### src/design/nvrh_pkg.sv
// Shared types, constants and arithmetic helpers for the nearest voxel ray hit core.
`timescale 1ns / 1ps
package nvrh_pkg;

    // Field and datapath widths
    localparam int MAX_VOXELS_DEF = 4096;
    localparam int VOX_W          = 16;
    localparam int Q_W            = 32;
    localparam int DIST_W         = 31;
    localparam int FACE_W         = 3;
    localparam int SLOT_W         = 12;
    localparam int DIFF_W         = 34;
    localparam int PROD_W         = DIFF_W + Q_W;
    localparam int FRAC_W         = 16;
    localparam int QUEUE_DEPTH    = 4;

    // Configuration port
    localparam int ADDR_W = 5;
    localparam int DATA_W = 32;
    localparam int IDX_W  = 3;

    localparam logic [IDX_W-1:0] REG_ORG_X = 3'd0;
    localparam logic [IDX_W-1:0] REG_ORG_Y = 3'd1;
    localparam logic [IDX_W-1:0] REG_ORG_Z = 3'd2;
    localparam logic [IDX_W-1:0] REG_INV_X = 3'd3;
    localparam logic [IDX_W-1:0] REG_INV_Y = 3'd4;
    localparam logic [IDX_W-1:0] REG_INV_Z = 3'd5;

    localparam logic [Q_W-1:0] INV_RESET = 32'h0001_0000;

    // Entry face codes
    localparam logic [FACE_W-1:0] FACE_YP = 3'd0;
    localparam logic [FACE_W-1:0] FACE_YN = 3'd1;
    localparam logic [FACE_W-1:0] FACE_XP = 3'd2;
    localparam logic [FACE_W-1:0] FACE_XN = 3'd3;
    localparam logic [FACE_W-1:0] FACE_ZP = 3'd4;
    localparam logic [FACE_W-1:0] FACE_ZN = 3'd5;

    localparam logic signed [DIFF_W-1:0] Q_ONE_D = 34'sd65536;
    localparam logic signed [Q_W-1:0]    SAT_HI  = 32'sh7FFF_FFFF;
    localparam logic signed [Q_W-1:0]    SAT_LO  = 32'sh8000_0000;

    typedef struct packed {
        logic signed [VOX_W-1:0] voxel_x;
        logic signed [VOX_W-1:0] voxel_y;
        logic signed [VOX_W-1:0] voxel_z;
        logic                    last;
    } t_item;

    typedef struct packed {
        logic              hit;
        logic [DIST_W-1:0] distance;
        logic [FACE_W-1:0] face;
        logic [SLOT_W-1:0] hit_index;
    } t_result;

    // Per-item tag carried down the back pipeline
    typedef struct packed {
        logic              last;
        logic              test;
        logic [SLOT_W-1:0] slot;
    } t_tag;

    // Queue entry between front and back
    typedef struct packed {
        t_item item;
        t_tag  tag;
    } t_qent;

    // Ray registers, axis 0 x, 1 y, 2 z
    typedef struct packed {
        logic [2:0][Q_W-1:0] org;
        logic [2:0][Q_W-1:0] inv;
    } t_ray;

    // Slab bound (v or v+1 in Q16.16) minus origin, exact in DIFF_W bits
    function automatic logic signed [DIFF_W-1:0] slab_diff(
        input logic signed [VOX_W-1:0] vox,
        input logic                    upper,
        input logic [Q_W-1:0]          org
    );
        logic signed [DIFF_W-1:0] b;
        logic signed [DIFF_W-1:0] o;
        b = {{(DIFF_W-VOX_W-FRAC_W){vox[VOX_W-1]}}, vox, {FRAC_W{1'b0}}};
        o = {{(DIFF_W-Q_W){org[Q_W-1]}}, org};
        if (upper) begin
            b = b + Q_ONE_D;
        end
        return b - o;
    endfunction

    // Floor the Q34.32 product to Q16.16 and saturate to 32 bits
    function automatic logic signed [Q_W-1:0] sat_floor(
        input logic signed [PROD_W-1:0] p
    );
        logic [PROD_W-FRAC_W-1:0] r;
        logic                     all1;
        logic                     all0;
        r    = p[PROD_W-1:FRAC_W];
        all1 = &r[PROD_W-FRAC_W-1:Q_W-1];
        all0 = ~(|r[PROD_W-FRAC_W-1:Q_W-1]);
        if (all1 || all0) begin
            return r[Q_W-1:0];
        end else if (r[PROD_W-FRAC_W-1]) begin
            return SAT_LO;
        end else begin
            return SAT_HI;
        end
    endfunction

endpackage

### src/design/nvrh_fifo.sv
// Short queue that decouples the front end from the slab pipeline.
`timescale 1ns / 1ps
module nvrh_fifo (
    input  logic            i_clk,
    input  logic            i_rst_n,
    input  logic            i_wr,
    input  nvrh_pkg::t_qent i_data,
    input  logic            i_rd,
    output nvrh_pkg::t_qent o_data,
    output logic            o_full,
    output logic            o_empty
);
    import nvrh_pkg::*;

    localparam int PTR_W = $clog2(QUEUE_DEPTH);
    localparam logic [PTR_W:0] CNT_FULL = (PTR_W+1)'(QUEUE_DEPTH);

    t_qent            r_mem [QUEUE_DEPTH];
    logic [PTR_W-1:0] r_wr_ptr;
    logic [PTR_W-1:0] r_rd_ptr;
    logic [PTR_W:0]   r_count;
    logic             do_wr;
    logic             do_rd;

    assign o_full  = (r_count == CNT_FULL);
    assign o_empty = (r_count == '0);
    assign o_data  = r_mem[r_rd_ptr];
    assign do_wr   = i_wr && !o_full;
    assign do_rd   = i_rd && !o_empty;

    // Store entries
    always_ff @(posedge i_clk) begin
        if (do_wr) begin
            r_mem[r_wr_ptr] <= i_data;
        end
    end

    // Advance pointers and count
    always_ff @(posedge i_clk) begin
        if (!i_rst_n) begin
            r_wr_ptr <= '0;
            r_rd_ptr <= '0;
            r_count  <= '0;
        end else begin
            if (do_wr) begin
                r_wr_ptr <= r_wr_ptr + 1'b1;
            end
            if (do_rd) begin
                r_rd_ptr <= r_rd_ptr + 1'b1;
            end
            if (do_wr && !do_rd) begin
                r_count <= r_count + 1'b1;
            end else if (do_rd && !do_wr) begin
                r_count <= r_count - 1'b1;
            end
        end
    end

    a_count_bound: assert property (@(posedge i_clk) disable iff (!i_rst_n)
        r_count <= CNT_FULL)
        else $error("queue count above depth");

    a_count_up: assert property (@(posedge i_clk) disable iff (!i_rst_n)
        (do_wr && !do_rd) |=> r_count == $past(r_count) + 1'b1)
        else $error("queue count missed a write");

    a_ptr_gap: assert property (@(posedge i_clk) disable iff (!i_rst_n)
        (r_count != CNT_FULL) |-> PTR_W'(r_wr_ptr - r_rd_ptr) == r_count[PTR_W-1:0])
        else $error("queue pointers disagree with count");

endmodule

### config.mk
export PLATFORM = sky130hd
export DESIGN_NAME = nvrh_fifo
export DESIGN_NICKNAME = d
export VERILOG_FILES = /design/src/design/nvrh_pkg.sv /design/src/design/nvrh_fifo.sv
export SDC_FILE = /design/constraint.sdc
export NUM_CORES = 1
export LEC_CHECK = 0
export BUFFER_PORTS_ARGS = -buffer_cell sky130_fd_sc_hd__buf_2
export CAP_MARGIN = 20
export CORE_UTILIZATION = 55
export DETAILED_ROUTE_END_ITERATION = 6
export PLACE_DENSITY_LB_ADDON = 0.05
export SETUP_SLACK_MARGIN = 0.2
export SYNTH_ARGS = -nofsm -noshare
export SYNTH_HDL_FRONTEND = slang
export SYNTH_SLANG_ARGS = --single-unit
### constraint.sdc
create_clock -name i_clk -period 3.4 [get_ports i_clk]
set_input_delay 0.51 -clock i_clk [delete_from_list [all_inputs] [get_ports i_clk]]
set_output_delay 0.51 -clock i_clk [all_outputs]
set_load 0.05 [all_outputs]
==> flow_metrics.env <==
export IMPL_path_cells="buf_12, mux4_2, buf_2"
export IMPL_grt_pass1_vias=4552
export IMPL_fp_dieArea_sq_um=18100
export IMPL_fin_skew_ns=0.00957
export IMPL_drtAntennaViolNets=0
export IMPL_critPathCaptureType="output port"
export IMPL_hpwl_mm=9.51
export IMPL_maxCapViolCount=0
export IMPL_max_slew_margin_rel_pct=34.6
export IMPL_wirelength_mm=16.3
export IMPL_arrival_ns=2.32
export IMPL_antenna_found_initial=1
export IMPL_vdd_ir_drop_max_uv=532
export IMPL_overflow=0
export IMPL_critical_path_required_ns=2.89
export IMPL_placed_area_sq_um=10500
export IMPL_whs_ns=0.201
export IMPL_drc=0
export IMPL_fin_setup_tns_ns=0
export IMPL_critPathSlowestCell="dfxtp_4"
export IMPL_fillers=1181
export IMPL_ys_ff_latch=261
export IMPL_drt_iter0_drc=228
export IMPL_clk_path_buf_depth=3
export IMPL_seq_area_sq_um=7750
export IMPL_cts_sinks=261
export IMPL_yosysSeqAreaShare_pct=80.4
export IMPL_drtPass1Iterations=4
export IMPL_power_total_mw=9.95
export IMPL_cts_tree="done"
export IMPL_final_max_slew_viol_count=0
export IMPL_cpPeakStageDelay_ns=0.64
export IMPL_htree_levels=1
export IMPL_post_cts_repair_setup_buffers=0
export IMPL_drive_gt1_share_pct=45.1
export IMPL_multi_input_area_sq_um=1710
export IMPL_layoutNonFillerInstCount=773
export IMPL_yosysWarnings=0
export IMPL_cts_resized=0
export IMPL_critPathLaunchType="flop"
export IMPL_cp_max_fo=32
export IMPL_synth_fp_nets=450
export IMPL_grt_max_degree=64
export IMPL_cts_inserted_buffers=26
export IMPL_finalSetupViolations=0
export IMPL_final_common_cell="edfxtp_1"
export IMPL_root_buffer="clkbuf_16"
export IMPL_tightest_slew_ns=0.982
export IMPL_grt_total_usage_pct=18.6
export IMPL_hold_violations=0
export IMPL_finalInstanceArea_sq_um=11400
export IMPL_num_rows=48
export IMPL_syn_area_sq_um=9640
export IMPL_place_gp_congestion=0.699
export IMPL_worst_skew_pair_late_latency_ns=0.52
export IMPL_start_util_pct=56.1
export IMPL_wl_per_cell_um=21.1
export IMPL_synthDistinctLibCells=24
export IMPL_via_per_inst=5.54
export IMPL_via_count=4283
export IMPL_die_w_um=134
export IMPL_finalNetCount=599
export IMPL_dp_cells=723
export IMPL_leakage_nw=3.85
export IMPL_mostFrequentLayoutCells="252 x edfxtp_1, 131 x buf_2, 63 x mux4_2"
export IMPL_hold_path_class="in2reg"
export IMPL_hold_buffers=0
export IMPL_clk_pin_slew_ns=0.06
export IMPL_cellPowerDensity_nw_per_um2=873
export IMPL_syn_area_per_cell_sq_um=25.6
export IMPL_fmax_ghz=0.354
export IMPL_status="finished clean"
export IMPL_criticalPathCategory="reg2out"
export IMPL_netlist_instances=377
export IMPL_rsz0062_at_grt="no"
export IMPL_io_pins=132
export IMPL_core_sq_um=17200
export IMPL_finalCritPeriodShare_pct=83.2
export IMPL_die_h_um=134
export IMPL_grt_first_pass_wirelength_mm=24.9
export IMPL_areaGrowthSynthToFinish_pct=18.3
export IMPL_io_buffers=131
export IMPL_period_needed_ns=2.83
[synth_stat cells, drive strengths merged]
| cell | number | area (sq um) |
|---|---|---|
| nand2 | 4 | 15.0 |
| ha | 5 | 62.6 |
| or3 | 1 | 6.26 |
| nor3b | 1 | 12.5 |
| nor2b | 2 | 12.5 |
| nor3 | 1 | 5.00 |
| xnor2 | 3 | 26.3 |
| edfxtp | 252 | 7570 |
| clkbuf | 2 | 8.75 |
| buf | 14 | 166 |
| mux4 | 63 | 1420 |
| fa | 1 | 20.0 |
| a21boi | 1 | 7.51 |
| inv | 3 | 11.3 |
| and2 | 8 | 50.1 |
| dfxtp | 9 | 180 |
| mux2i | 3 | 30.0 |
| o31ai | 1 | 12.5 |
| xor2 | 1 | 8.76 |
| o311ai | 1 | 8.76 |
| o21ai | 1 | 5.00 |
[state kept, by name, summed over array words and instances (netlist names), named ones only]
name	cells
r_count	3
r_mem	252
r_wr_ptr	2
r_rd_ptr	2
[report_power, final]
part	internal, mW	leakage, nW	switching [mW]
combinational	0.958	1.03	2.00
clock	1.74	0.428	1.12
sequential	3.91	2.38	0.220
total	6.61	3.85	3.34
[metrics by stage]
step	util [%]	setup slack, ns
6_report	66.4	0.573
3_5_place_dp	61.3	0.829
4_1_cts	66.4	0.489
3_3_place_gp	61.3	1.03
5_1_grt	66.4	0.412
2_1_floorplan	-	0.527
[cell families (layout without fill, tap and decap cells)]
kind of cell	count (synthesis)	count (layout)	share of synthesized area [%]
buffers and inverters	19	188	1.93
muxes	66	66	15.0
xor gates and xnor gates	4	4	0.364
other	0	2	0
AOI/OAI and AO/OA	4	4	0.351
DFF	261	261	80.4
and+or+nand+nor	17	17	1.05
adders and majority gates	6	6	0.857
[path summary, 6_finish.rpt]
kind,start,end,slack (ns),depth (start not counted)
setup / recovery,flop,o_data[62],0.57,3
hold / removal,i_data[19],r_mem[3][19]$_DFFE_PP_,0.20,1
hold reg to reg,r_wr_ptr[1]$_SDFFE_PN0P_,r_wr_ptr[1]$_SDFFE_PN0P_,0.51,2
setup reg to reg,r_count[0]$_SDFFE_PN0P_,r_count[2]$_SDFFE_PN0P_,0.88,8
[critical path: cells and delay by family (launching register included)]
| family | cells | cell delay [ns] |
|---|---|---|
| buffers and inverters | 2 | 0.57 |
| flip-flops | 1 | 0.64 |
| multiplexers | 1 | 0.56 |
[layer usage]
layer / track usage (%) / vias up / share of wire [%]
li1: - / 1914 / -
met4: 5.68 / 0 / 1.9
met3: 3.85 / 27 / 5.9
met2: 31.3 / 128 / 51
met1: 24.9 / 2214 / 41
met5: 0 / - / 0
[area by class of cell]
cell class,instances,area share [%]
clock buffers,28,5.96
inverters,3,0.0988
diodes,2,0.0439
flip-flops and latches,261,68.0
clock inverters,20,1.71
multi-input cells,97,15.0
well taps,225,2.47
repair buffers,137,6.69
(Power assumes the default switching activity.)
