## src/design/nvrh_pkg.sv

```systemverilog
// Shared types, constants and arithmetic helpers for the nearest voxel ray hit core.
`timescale 1ns / 1ps
package nvrh_pkg;

    // Field and datapath widths
    localparam int MAX_VOXELS_DEF = 4096;
    localparam int VOX_W          = 16;
    localparam int Q_W            = 32;
    localparam int DIST_W         = 31;
    localparam int FACE_W         = 3;
    localparam int SLOT_W         = 12;
    localparam int DIFF_W         = 34;
    localparam int PROD_W         = DIFF_W + Q_W;
    localparam int FRAC_W         = 16;
    localparam int QUEUE_DEPTH    = 4;

    // Configuration port
    localparam int ADDR_W = 5;
    localparam int DATA_W = 32;
    localparam int IDX_W  = 3;

    localparam logic [IDX_W-1:0] REG_ORG_X = 3'd0;
    localparam logic [IDX_W-1:0] REG_ORG_Y = 3'd1;
    localparam logic [IDX_W-1:0] REG_ORG_Z = 3'd2;
    localparam logic [IDX_W-1:0] REG_INV_X = 3'd3;
    localparam logic [IDX_W-1:0] REG_INV_Y = 3'd4;
    localparam logic [IDX_W-1:0] REG_INV_Z = 3'd5;

    localparam logic [Q_W-1:0] INV_RESET = 32'h0001_0000;

    // Entry face codes
    localparam logic [FACE_W-1:0] FACE_YP = 3'd0;
    localparam logic [FACE_W-1:0] FACE_YN = 3'd1;
    localparam logic [FACE_W-1:0] FACE_XP = 3'd2;
    localparam logic [FACE_W-1:0] FACE_XN = 3'd3;
    localparam logic [FACE_W-1:0] FACE_ZP = 3'd4;
    localparam logic [FACE_W-1:0] FACE_ZN = 3'd5;

    localparam logic signed [DIFF_W-1:0] Q_ONE_D = 34'sd65536;
    localparam logic signed [Q_W-1:0]    SAT_HI  = 32'sh7FFF_FFFF;
    localparam logic signed [Q_W-1:0]    SAT_LO  = 32'sh8000_0000;

    typedef struct packed {
        logic signed [VOX_W-1:0] voxel_x;
        logic signed [VOX_W-1:0] voxel_y;
        logic signed [VOX_W-1:0] voxel_z;
        logic                    last;
    } t_item;

    typedef struct packed {
        logic              hit;
        logic [DIST_W-1:0] distance;
        logic [FACE_W-1:0] face;
        logic [SLOT_W-1:0] hit_index;
    } t_result;

    // Per-item tag carried down the back pipeline
    typedef struct packed {
        logic              last;
        logic              test;
        logic [SLOT_W-1:0] slot;
    } t_tag;

    // Queue entry between front and back
    typedef struct packed {
        t_item item;
        t_tag  tag;
    } t_qent;

    // Ray registers, axis 0 x, 1 y, 2 z
    typedef struct packed {
        logic [2:0][Q_W-1:0] org;
        logic [2:0][Q_W-1:0] inv;
    } t_ray;

    // Slab bound (v or v+1 in Q16.16) minus origin, exact in DIFF_W bits
    function automatic logic signed [DIFF_W-1:0] slab_diff(
        input logic signed [VOX_W-1:0] vox,
        input logic                    upper,
        input logic [Q_W-1:0]          org
    );
        logic signed [DIFF_W-1:0] b;
        logic signed [DIFF_W-1:0] o;
        b = {{(DIFF_W-VOX_W-FRAC_W){vox[VOX_W-1]}}, vox, {FRAC_W{1'b0}}};
        o = {{(DIFF_W-Q_W){org[Q_W-1]}}, org};
        if (upper) begin
            b = b + Q_ONE_D;
        end
        return b - o;
    endfunction

    // Floor the Q34.32 product to Q16.16 and saturate to 32 bits
    function automatic logic signed [Q_W-1:0] sat_floor(
        input logic signed [PROD_W-1:0] p
    );
        logic [PROD_W-FRAC_W-1:0] r;
        logic                     all1;
        logic                     all0;
        r    = p[PROD_W-1:FRAC_W];
        all1 = &r[PROD_W-FRAC_W-1:Q_W-1];
        all0 = ~(|r[PROD_W-FRAC_W-1:Q_W-1]);
        if (all1 || all0) begin
            return r[Q_W-1:0];
        end else if (r[PROD_W-FRAC_W-1]) begin
            return SAT_LO;
        end else begin
            return SAT_HI;
        end
    endfunction

endpackage

```

## src/design/nvrh_front.sv

```systemverilog
// Front end: accepts voxel items, numbers them and marks those past the list limit.
`timescale 1ns / 1ps
module nvrh_front #(
    parameter int MAX_VOXELS = nvrh_pkg::MAX_VOXELS_DEF
) (
    input  logic           i_clk,
    input  logic           i_rst_n,
    input  logic           i_push,
    input  nvrh_pkg::t_item i_item,
    input  logic           i_qfull,
    output logic           o_qwr,
    output nvrh_pkg::t_qent o_qent
);
    import nvrh_pkg::*;

    localparam int CNT_W = $clog2(MAX_VOXELS + 1);
    localparam logic [CNT_W-1:0] CNT_MAX = CNT_W'(MAX_VOXELS);

    logic [CNT_W-1:0] r_count;
    logic [CNT_W-1:0] n_count;
    logic             accept;
    logic             test;

    assign accept = i_push && !i_qfull;
    assign test   = (r_count < CNT_MAX);

    // Build the queue entry: slot number and test mark
    assign o_qwr           = accept;
    assign o_qent.item     = i_item;
    assign o_qent.tag.last = i_item.last;
    assign o_qent.tag.test = test;
    assign o_qent.tag.slot = SLOT_W'(r_count);

    // Advance the list position; restart after the last item
    always_comb begin
        n_count = r_count;
        if (accept) begin
            if (i_item.last) begin
                n_count = '0;
            end else if (test) begin
                n_count = r_count + 1'b1;
            end
        end
    end

    always_ff @(posedge i_clk) begin
        if (!i_rst_n) begin
            r_count <= '0;
        end else begin
            r_count <= n_count;
        end
    end

    a_count_bound: assert property (@(posedge i_clk) disable iff (!i_rst_n)
        r_count <= CNT_MAX)
        else $error("front list count above limit");

    a_last_restart: assert property (@(posedge i_clk) disable iff (!i_rst_n)
        (accept && i_item.last) |=> r_count == '0)
        else $error("front count not restarted after last item");

endmodule

```

## config.mk

```make
export PLATFORM = sky130hd
export DESIGN_NAME = nvrh_front
export DESIGN_NICKNAME = d
export VERILOG_FILES = /design/src/design/nvrh_pkg.sv /design/src/design/nvrh_front.sv
export SDC_FILE = /design/constraint.sdc
export NUM_CORES = 1
export LEC_CHECK = 0
export BUFFER_PORTS_ARGS = -buffer_cell sky130_fd_sc_hd__buf_4
export CORE_AREA = 8 8 66 68
export CTS_CLUSTER_DIAMETER = 150
export DETAILED_ROUTE_END_ITERATION = 8
export DIE_AREA = 0 0 74 76
export PLACE_DENSITY = 0.84
export SLEW_MARGIN = 20
export SYNTH_ARGS = -nofsm -noshare
export SYNTH_HDL_FRONTEND = slang
export SYNTH_SLANG_ARGS = --single-unit
```

## constraint.sdc

```tcl
create_clock -name i_clk -period 2.05 [get_ports i_clk]
set_clock_uncertainty 0.2 [all_clocks]
set_input_delay 0.3075 -clock i_clk [delete_from_list [all_inputs] [get_ports i_clk]]
set_output_delay 0.3075 -clock i_clk [all_outputs]
set_load 0.02 [all_outputs]
```

==> flow_metrics.py, run 1 <==
metrics = {
    "synthesis": {
        "yosys-mux-area-fraction_pct": 0,
        "synthesis.area_um2": 1120,
        "yosys.area.top_type_share_pct": 42.3,
        "synth-adder-area-share_pct": 1.12,
        "synth_xor_area_share_pct": 5.49,
        "synthSimpleGateAreaFrac_pct": 19.3,
        "synth-compound-area-share_pct": 5.82,
        "ys_ff_latch": 13,
        "syn-num-nets": 192,
        "synth_largest_area_cell": "buf_4",
        "ys_warn_count": 0,
        "syn_inst": 138,
        "synth_cell_type_count": 25,
        "syn_avg_cell_area_um2": 8.10,
        "synthTopCellsByArea": "buf_4 (42%), dfxtp_1 (23%), xnor2_1 (3.1%)",
        "ys_seq_area_share_pct": 23.3,
        "synth_top_family_by_area": "buffers and inverters",
    },
    "drt": {
        "drtAntennaViolNets": 0,
        "drc_errors": 0,
        "first_pass_iters": 4,
        "routedWlPerCell_um": 12.3,
        "initialDrtViolationCount": 18,
        "wirelength_mm": 1.79,
        "routed_via_density": 4.35,
        "vias": 631,
    },
    "global_route": {
        "grt_pass1_wl_mm": 2.92,
        "grt_max_degree": 12,
        "grt_pass1_vias": 644,
        "grt_usage_pct": 6.52,
        "antenna_found_initial": 0,
        "overflow": 0,
    },
    "pwr": {
        "power.density_nw_per_um2": 536,
        "leakagePower_uw": 0.000322,
        "ir_worst_vdd_v": 0.000287,
    },
    "critical_path": {
        "slowest_stage": "or4_4",
        "path_max_fanout": 5,
        "r2r-end": "r_count[11]$_SDFFE_PN0P_",
        "crit_path_end_kind": "flip-flop",
        "r2r_cells": 4,
        "slowest_delay_ns": 0.54,
        "cp.arrival_ns": 1.84,
        "cp_data_required_time_ns": 2.06,
        "path_class": "reg -> reg",
        "reg2reg_from": "r_count[12]$_SDFFE_PN0P_",
        "crit_chain": "nor2b_2, or4_4, or3_1, a21oi_1",
        "r2r_slack_ns": 0.22,
        "cp-start-kind": "flip-flop",
    },
    "timing": {
        "max_freq_mhz": 548,
        "final-hold-violation-count": 0,
        "grt_setup_unrepaired": "no",
        "worst_pin_slew_ns": 0.364,
        "relSlewSlack_pct": 75.7,
        "period_needed_ns": 1.83,
        "slew_violations": 0,
        "tns_ns": 0,
        "worst_slack_ns": 0.225,
        "finalSetupViolations": 0,
        "timing.final.crit_share_pct": 89.0,
    },
    "job": {
        "maxCapViolations": 0,
    },
    "cells_and_area": {
        "area_delta_synth_final_pct": -23.2,
        "drive_gt1_share_pct": 28.9,
        "top_register": "r_count",
        "top_regs": "r_count: 13 flops",
        "largest_reg_flops": 13,
        "final_cell_mix": "buf_4 (20), dfxtp_1 (13), nor2_1 (8)",
        "final_nets": 152,
        "diodes": 0,
        "layout_commonest_cell": "buf_4",
    },
    "outcome": {
        "outcome": "complete, no violations",
    },
    "place": {
        "port_buffers": 20,
        "post-place-ws_ns": 0.163,
        "finalWeightedCongestion": 0.857,
        "dp.final_hpwl_mm": 1.40,
    },
    "die": {
        "rows": 22,
        "fp.dieW_um": 74,
        "ioPinCount": 117,
        "die_y_um": 76,
        "die_area_um2": 5620,
        "core-area_um2": 3440,
        "initial_core_util_pct": 32.5,
    },
    "clock_network": {
        "cts_tree": "done",
        "numCtsBuffers": 3,
        "insertion_delay_ns": 0.28,
        "post_cts.repair.setup_buffers": 0,
        "h-tree-depth": 1,
        "clock_path_buffers": 2,
        "root_buffer": "clkbuf_4",
        "postCtsHoldBufs": 0,
        "clock_sinks": 13,
        "clk_pin_slew_worst_paths_ns": 0.08,
        "postCtsResizedCells": 0,
    },
    "min_path": {
        "min_from": "i_rst_n",
        "hold-path-cell-count": 2,
        "hold_class": "in -> reg",
        "min_to": "r_count[1]$_SDFFE_PN0P_",
    },
}
-- where the power goes --
| group | switching, uW | internal (uW) |
|---|---|---|
| Sequential | 2.28 | 254 |
| Clock | 88.1 | 75.6 |
| Combinational | 22.6 | 17.0 |
-- per-layer routing --
layer  vias up  global-route usage (%)  share of wire [%]
met5         -                       0                  0
met4         0                    3.40                2.0
met3         8                    4.47                 12
met2        30                    9.15                 43
met1       284                    7.11                 43
li1        309                       -                  -
-- synth_stat cells --
library cell  count
xor2_1            3
nand3b_1          1
nor4_1            1
nor2b_2           1
ha_1              1
nand2b_4          1
nor2_1            8
buf_4            63
or4_4             1
or2_2             1
dfxtp_1          13
a21boi_0          2
nand4_1           3
buf_6             2
nand2b_1          1
o21ai_0           5
and3_2            1
nor3_1            3
nand2_1           6
or3_1             3
inv_1             2
xnor2_1           4
nand3_1           5
and4_1            2
a21oi_1           5
-- worst max-delay path: cells and delay by family, from the launching register on --
family	cells	cell delay [ns]
AND/OR/NAND/NOR	3	1.06
flip-flops	1	0.36
AO/OA/AOI/OAI	1	0.14
-- how the worst max path moves through the flow --
stage / from / end / slack (ns) / depth (start not counted)
floorplan: i_qfull / r_count[9]$_SDFFE_PN0P_ / 0.26 / 5
global placement: i_qfull / r_count[11]$_SDFFE_PN0P_ / 0.20 / 5
detailed placement: i_qfull / r_count[11]$_SDFFE_PN0P_ / 0.16 / 5
CTS: r_count[12]$_SDFFE_PN0P_ / r_count[11]$_SDFFE_PN0P_ / 0.22 / 4
global route: r_count[2]$_SDFFE_PN0P_ / r_count[11]$_SDFFE_PN0P_ / 0.10 / 4
finish: r_count[12]$_SDFFE_PN0P_ / r_count[11]$_SDFFE_PN0P_ / 0.22 / 4
-- metrics by stage --
stage | instances | hold WS (ns) | power (uW) | util [%] | area [um^2]
after floorplan | 138 | 0.261 | 430 | - | 1120
after global routing | 145 | 0.0917 | 478 | 24.9 | 858
after CTS | 145 | 0.0921 | 463 | 24.9 | 858
after detailed placement | 141 | 0.306 | 303 | 24.2 | 832
final | 145 | 0.0920 | 460 | 24.9 | 858
after global placement | 141 | 0.288 | 303 | 24.2 | 832
-- kinds of logic (layout without fill, tap and decap cells) --
family,count (synthesis),after routing
AOI/OAI and AO/OA,12,12
buffers and inverters,67,26
xor gates and xnor gates,7,7
and+or+nand+nor,38,38
DFF,13,13
adders and majority gates,1,1
-- cell type report --
| type | count | area (um^2) |
|---|---|---|
| Clock buffer | 4 | 26.3 |
| Fill cell | 380 | 2580 |
| Inverter | 2 | 7.51 |
| Multi-Input combinational cell | 58 | 354 |
| Sequential cell | 13 | 260 |
| Tap cell | 48 | 60.1 |
| Timing Repair Buffer | 20 | 150 |
No activity file was read; power rests on OpenSTA's default activity.
==> inputs of run 2 (changes only) <==
--- a/config.mk
+++ b/config.mk
@@ -6,11 +6,13 @@
 export NUM_CORES = 1
 export LEC_CHECK = 0
 export BUFFER_PORTS_ARGS = -buffer_cell sky130_fd_sc_hd__buf_4
-export CORE_AREA = 8 8 66 68
+export CELL_PAD_IN_SITES_DETAIL_PLACEMENT = 0
+export CELL_PAD_IN_SITES_GLOBAL_PLACEMENT = 1
+export CORE_AREA = 8 8 84 86
 export CTS_CLUSTER_DIAMETER = 150
 export DETAILED_ROUTE_END_ITERATION = 8
-export DIE_AREA = 0 0 74 76
-export PLACE_DENSITY = 0.84
+export DIE_AREA = 0 0 92 94
+export PLACE_DENSITY = 0.81
 export SLEW_MARGIN = 20
 export SYNTH_ARGS = -nofsm -noshare
 export SYNTH_HDL_FRONTEND = slang
==> constraint.sdc (replaced) <==
create_clock -name i_clk -period 1.55 [get_ports i_clk]
set_clock_uncertainty 0.2 [all_clocks]
set_input_delay 0.2325 -clock i_clk [delete_from_list [all_inputs] [get_ports i_clk]]
set_output_delay 0.2325 -clock i_clk [all_outputs]
set_load 0.02 [all_outputs]
==> run 2 against run 1 <==
Via count up 11%. Flip-flop and latch count unchanged. Largest cell class unchanged. Critical path type unchanged. The run now ends with setup timing left. Largest power group unchanged. Combinational power up 90%.
==> flow_metrics.py, run 2 (same netlist as run 1, synthesis figures left out) <==
metrics = {
    "global_route": {
        "grt_max_degree": 12,
        "grt_pass1_vias": 706,
        "overflow": 0,
        "grt_usage_pct": 5.03,
        "antenna_found_initial": 0,
        "grt_pass1_wl_mm": 3.45,
    },
    "place": {
        "post_dp_cell_area_um2": 1040,
        "placed_cells": 188,
        "post-place-ws_ns": -0.136,
        "finalWeightedCongestion": 0.748,
        "dp.final_hpwl_mm": 1.78,
        "port_buffers": 20,
    },
    "critical_path": {
        "critPathTopFamily": "simple AND/OR/NAND/NOR gates",
        "cp.arrival_ns": 1.63,
        "crit_path_end_kind": "flip-flop",
        "path_max_fanout": 5,
        "cp_num_buf_inv": 0,
        "slowest_stage": "or4_4",
        "cp_data_required_time_ns": 1.53,
        "crit_chain": "nand3_2, or4_4, or3_1, a21oi_1",
        "cp-start-kind": "flip-flop",
        "slowest_delay_ns": 0.51,
        "path_class": "reg -> reg",
    },
    "timing": {
        "tns_ns": -0.218,
        "relSlewSlack_pct": 82.9,
        "slew_violations": 0,
        "max_freq_mhz": 605,
        "worst_slack_ns": -0.103,
        "final-hold-violation-count": 0,
        "grt_setup_unrepaired": "yes",
        "finalSetupViolations": 3,
        "timing.final.crit_share_pct": 107,
        "period_needed_ns": 1.65,
        "worst_pin_slew_ns": 0.255,
    },
    "clock_network": {
        "insertion_delay_ns": 0.25,
        "clock_path_buffers": 2,
        "h-tree-depth": 1,
        "numCtsBuffers": 3,
        "postCtsHoldBufs": 0,
        "root_buffer": "clkbuf_8",
        "clock_sinks": 13,
        "cts_tree": "done",
        "clk_pin_slew_worst_paths_ns": 0.06,
    },
    "drt": {
        "routedWlPerCell_um": 11.5,
        "vias": 700,
        "first_pass_iters": 4,
        "drc_errors": 0,
        "wirelength_mm": 2.21,
        "routed_via_density": 3.63,
        "initialDrtViolationCount": 35,
        "drtAntennaViolNets": 0,
    },
    "die": {
        "ioPinCount": 117,
        "initial_core_util_pct": 19.4,
        "core-area_um2": 5750,
        "rows": 28,
        "die_y_um": 94,
        "die_area_um2": 8650,
        "fp.dieW_um": 92,
    },
    "cells_and_area": {
        "largest_reg_flops": 13,
        "final_cells": 193,
        "layout_commonest_cell": "buf_4",
        "drive_gt1_share_pct": 50.8,
        "top_register": "r_count",
        "fill_cells": 663,
        "area_delta_synth_final_pct": -0.112,
        "stdcell_area_um2": 1120,
        "final_nets": 173,
        "final_cell_mix": "buf_4 (40), dfxtp_1 (9), nor2_1 (8)",
        "diodes": 0,
        "top_regs": "r_count: 13 flops",
    },
    "outcome": {
        "outcome": "finished, violations left",
        "violations": "setup timing",
    },
    "pwr": {
        "total_power_uw": 728,
        "power.density_nw_per_um2": 653,
        "leakagePower_uw": 0.000445,
        "ir_worst_vdd_v": 0.000228,
    },
    "job": {
        "maxCapViolations": 0,
    },
    "min_path": {
        "hold_class": "in -> reg",
    },
}
-- run 2: cell types whose count changed in the layout (fill, tap and decap cells not counted), sizes merged --
cell / delta
clkinv: +1
clkbuf: -1
buf: +21
-- run 2: per-stage QoR --
step,hold WS [ns],util [%]
after floorplan,0.179,-
after global placement,0.265,18.1
after detailed placement,0.265,18.1
after CTS,0.0555,19.1
after global routing,0.0545,19.4
final,0.0624,19.4
-- run 2: repair_timing --
action / in CTS / in global routing
setup endpoints to repair: 4 / 5
buffers inserted: 0 / 1
resized for setup: 2 / 3
pin swaps: 3 / 1
-- run 2: final cells by class --
type	count	area, um^2	share of cell area, %
Multi-Input combinational cell	58	383	34.3
Clock buffer	3	41.3	3.70
Inverter	2	7.51	0.673
Timing Repair Buffer	41	320	28.7
Tap cell	75	93.8	8.41
Sequential cell	13	265	23.8
Clock inverter	1	5.00	0.448
-- run 2: per-layer routing --
metal / share of wire, % / global-route usage (%)
met5: 0 / 0
met4: 0.99 / 2.68
met3: 9.5 / 2.80
met2: 49 / 8.10
met1: 41 / 5.14
-- run 2: worst paths after layout --
path | endpoint | start | slack [ns] | cells past startpoint
hold / removal | r_count[1]$_SDFFE_PN0P_ | i_rst_n | 0.06 | 2
setup reg to reg | r_count[11]$_SDFFE_PN0P_ | r_count[1]$_SDFFE_PN0P_ | -0.10 | 4
hold reg to reg | r_count[11]$_SDFFE_PN0P_ | r_count[11]$_SDFFE_PN0P_ | 0.32 | 2
setup / recovery | r_count[11]$_SDFFE_PN0P_ | r_count[1]$_SDFFE_PN0P_ | -0.10 | 4
-- run 2: where the power goes --
group	switching (uW)	leakage [uW]	internal (uW)	total [uW]
Combinational	36.8	0.000312	38.4	75.2
Sequential	2.42	0.000107	337	340
Clock	136	0.0000255	178	313
==> inputs of run 3 (changes only) <==
--- a/config.mk
+++ b/config.mk
@@ -5,14 +5,15 @@
 export SDC_FILE = /design/constraint.sdc
 export NUM_CORES = 1
 export LEC_CHECK = 0
+export ABC_AREA = 1
 export BUFFER_PORTS_ARGS = -buffer_cell sky130_fd_sc_hd__buf_4
 export CELL_PAD_IN_SITES_DETAIL_PLACEMENT = 0
 export CELL_PAD_IN_SITES_GLOBAL_PLACEMENT = 1
-export CORE_AREA = 8 8 84 86
+export CORE_AREA = 8 8 108 71
 export CTS_CLUSTER_DIAMETER = 150
 export DETAILED_ROUTE_END_ITERATION = 8
-export DIE_AREA = 0 0 92 94
-export PLACE_DENSITY = 0.81
+export DIE_AREA = 0 0 116 79
+export PLACE_DENSITY = 0.82
 export SLEW_MARGIN = 20
 export SYNTH_ARGS = -nofsm -noshare
 export SYNTH_HDL_FRONTEND = slang
==> run 3 against run 2 <==
The flow now finishes without violations. Synthesized cell count is 27% higher. First-iteration DRC count is 49% higher. Core utilization is 1.9 points lower. Global-route usage is 0.26 points higher. Die area is 6.0% higher. Critical path type unchanged. Critical endpoint is now r_count[10]$_SDFFE_PN0P_. Largest cell class unchanged.
==> flow_metrics.py, run 3 <==
metrics = {
    "critical_path": {
        "path_class": "reg -> reg",
        "path_max_fanout": 5,
        "r2r_cells": 6,
        "cp_data_required_time_ns": 1.49,
        "cp-start-kind": "flip-flop",
        "crit_path_end_kind": "flip-flop",
        "cp.arrival_ns": 1.34,
    },
    "timing": {
        "final-hold-violation-count": 0,
        "period_needed_ns": 1.40,
        "relSlewSlack_pct": 83.1,
        "finalSetupViolations": 0,
        "worst_pin_slew_ns": 0.252,
        "fin_hold_ws_ns": 0.0707,
        "max_freq_mhz": 712,
        "timing.final.crit_share_pct": 90.6,
        "tns_ns": 0,
        "grt_setup_unrepaired": "no",
        "slew_violations": 0,
    },
    "global_route": {
        "gr-usage-met3_pct": 3.26,
        "overflow": 0,
        "grt_pass1_vias": 729,
        "busiest_layer": "met2",
        "grt.met2_usage_pct": 7.41,
        "grt_pass1_wl_mm": 3.75,
        "grt_usage_pct": 5.30,
        "antenna_found_initial": 0,
        "grt_max_degree": 11,
        "use_met1_pct": 6.26,
    },
    "place": {
        "post_dp_cell_area_um2": 1040,
        "finalWeightedCongestion": 0.767,
        "port_buffers": 20,
        "placed_cells": 222,
        "dp.final_hpwl_mm": 1.94,
    },
    "die": {
        "fp.dieW_um": 116,
        "ioPinCount": 117,
        "die_area_um2": 9160,
        "initial_core_util_pct": 19.8,
        "die_y_um": 79,
        "core-area_um2": 6220,
        "rows": 23,
    },
    "pwr": {
        "p_sw_uw": 176,
        "ir_worst_vdd_v": 0.000236,
        "power.density_nw_per_um2": 659,
        "p_int_uw": 542,
        "leakagePower_uw": 0.000426,
        "netSwitchingFraction_pct": 24.5,
        "comb_power_share_pct": 10.4,
        "pwr-share-seq_pct": 47.0,
        "pwr-share-clk_pct": 42.6,
    },
    "cells_and_area": {
        "final_cell_mix": "nand2_1 (27), buf_4 (23), nor2_1 (16)",
        "largest_reg_flops": 13,
        "top_regs": "r_count: 13 flops",
        "stdcell_area_um2": 1090,
        "final_util_pct": 17.5,
        "area_delta_synth_final_pct": -11.4,
        "top_register": "r_count",
        "final_cells": 226,
        "layout_commonest_cell": "nand2_1",
        "diodes": 0,
        "drive_gt1_share_pct": 33.1,
        "final_nets": 194,
    },
    "clock_network": {
        "h-tree-depth": 1,
        "clock_path_buffers": 2,
        "post_cts.repair.setup_buffers": 0,
        "postCtsResizedCells": 0,
        "clock_sinks": 13,
        "cts_tree": "done",
        "root_buffer": "clkbuf_8",
        "postCtsHoldBufs": 0,
        "numCtsBuffers": 3,
        "clk_pin_slew_worst_paths_ns": 0.06,
        "insertion_delay_ns": 0.25,
    },
    "drt": {
        "drc_errors": 0,
        "vias": 791,
        "routedWlPerCell_um": 10.3,
        "drtAntennaViolNets": 0,
        "routed_via_density": 3.50,
        "first_pass_iters": 4,
        "initialDrtViolationCount": 52,
        "wirelength_mm": 2.32,
    },
    "synthesis": {
        "async_flop_share_pct": 0,
        "synthesis.area_um2": 1230,
        "yosys.area.top_type_share_pct": 38.5,
        "syn_inst": 175,
        "synth.most_common_cell": "buf_4",
        "synth-edff-count": 0,
        "synth_largest_area_cell": "buf_4",
        "ys_ff_latch": 13,
        "ys_seq_area_share_pct": 21.2,
        "synthFlopType": "dfxtp_1",
        "synthTopCellsByArea": "buf_4 (38%), dfxtp_1 (21%), nand2_1 (8.2%)",
        "synth_common_cells": "buf_4 (63), nand2_1 (27), nor2_1 (16)",
        "syn_avg_cell_area_um2": 7.03,
        "syn-num-nets": 229,
        "ys_warn_count": 0,
        "synth_cell_type_count": 22,
    },
    "min_path": {
        "hold-path-cell-count": 2,
        "hold_class": "in -> reg",
    },
    "job": {
        "maxCapViolations": 0,
    },
    "outcome": {
        "outcome": "complete, no violations",
    },
}
==> run 3: cell count changes after synthesis, sizes merged, moves of 2 or more <==
| cell | delta |
|---|---|
| nor2 | +17 |
| xor2 | -3 |
| xnor2 | -4 |
| nand2 | +26 |
| nand4 | -2 |
| nand2b | -2 |
| buf | -2 |
| and4 | -2 |
| inv | +14 |
| or3 | -3 |
==> run 3: power groups by stage <==
stage                     combinational [uW]  clock [uW]  sequential, uW
after floorplan                          228           0             346
after global placement                  75.4           0             345
after detailed placement                75.8           0             345
after CTS                               76.1         320             338
after global routing                    83.5         340             338
final                                   74.5         306             338
==> run 3: worst max-delay path, stage by stage, from the launching register on <==
cell	delay (ns)
dfxtp_1	0.34
ha_1	0.19
nand2_2	0.08
nor2_4	0.13
nand3_1	0.11
o21ai_0	0.18
nor2_1	0.06
==> run 3: per-layer routing <==
layer	vias to the layer above	part of all wire (%)
met3	4	8.6
met5	-	0
met2	28	43
met1	354	46
li1	405	-
met4	0	1.9
==> run 3: logic make-up (layout without fill, tap and decap cells) <==
family | Yosys count | count (layout) | share of synthesized area (%)
and+or+nand+nor | 69 | 69 | 28.5
buffers and inverters | 79 | 43 | 43.3
DFF | 13 | 13 | 21.2
AOI/OAI and AO/OA | 13 | 13 | 6.00
adders and majority gates | 1 | 1 | 1.02
==> run 3: area by class of cell <==
type / count / area (um^2)
fillers: 729 / 5130
multi-input cells: 83 / 442
flip-flops and latches: 13 / 260
repair buffers: 23 / 173
well taps: 87 / 109
inverters: 16 / 60.1
clock buffers: 3 / 41.3
clock inverters: 1 / 5.00
==> run 3: stage by stage <==
stage | power, uW | worst slack (ns)
final | 718 | 0.146
after global routing | 761 | 0.0204
after CTS | 734 | 0.104
after detailed placement | 421 | 0.125
after global placement | 420 | 0.164
after floorplan | 574 | 0.182
==> run 3: final timing paths <==
kind | start | to | slack [ns]
worst max-delay path | r_count[0]$_SDFFE_PN0P_ | r_count[10]$_SDFFE_PN0P_ | 0.15
worst min-delay path | i_rst_n | r_count[1]$_SDFFE_PN0P_ | 0.07
worst max register to register | r_count[0]$_SDFFE_PN0P_ | r_count[10]$_SDFFE_PN0P_ | 0.15
worst min register to register | r_count[12]$_SDFFE_PN0P_ | r_count[12]$_SDFFE_PN0P_ | 0.32
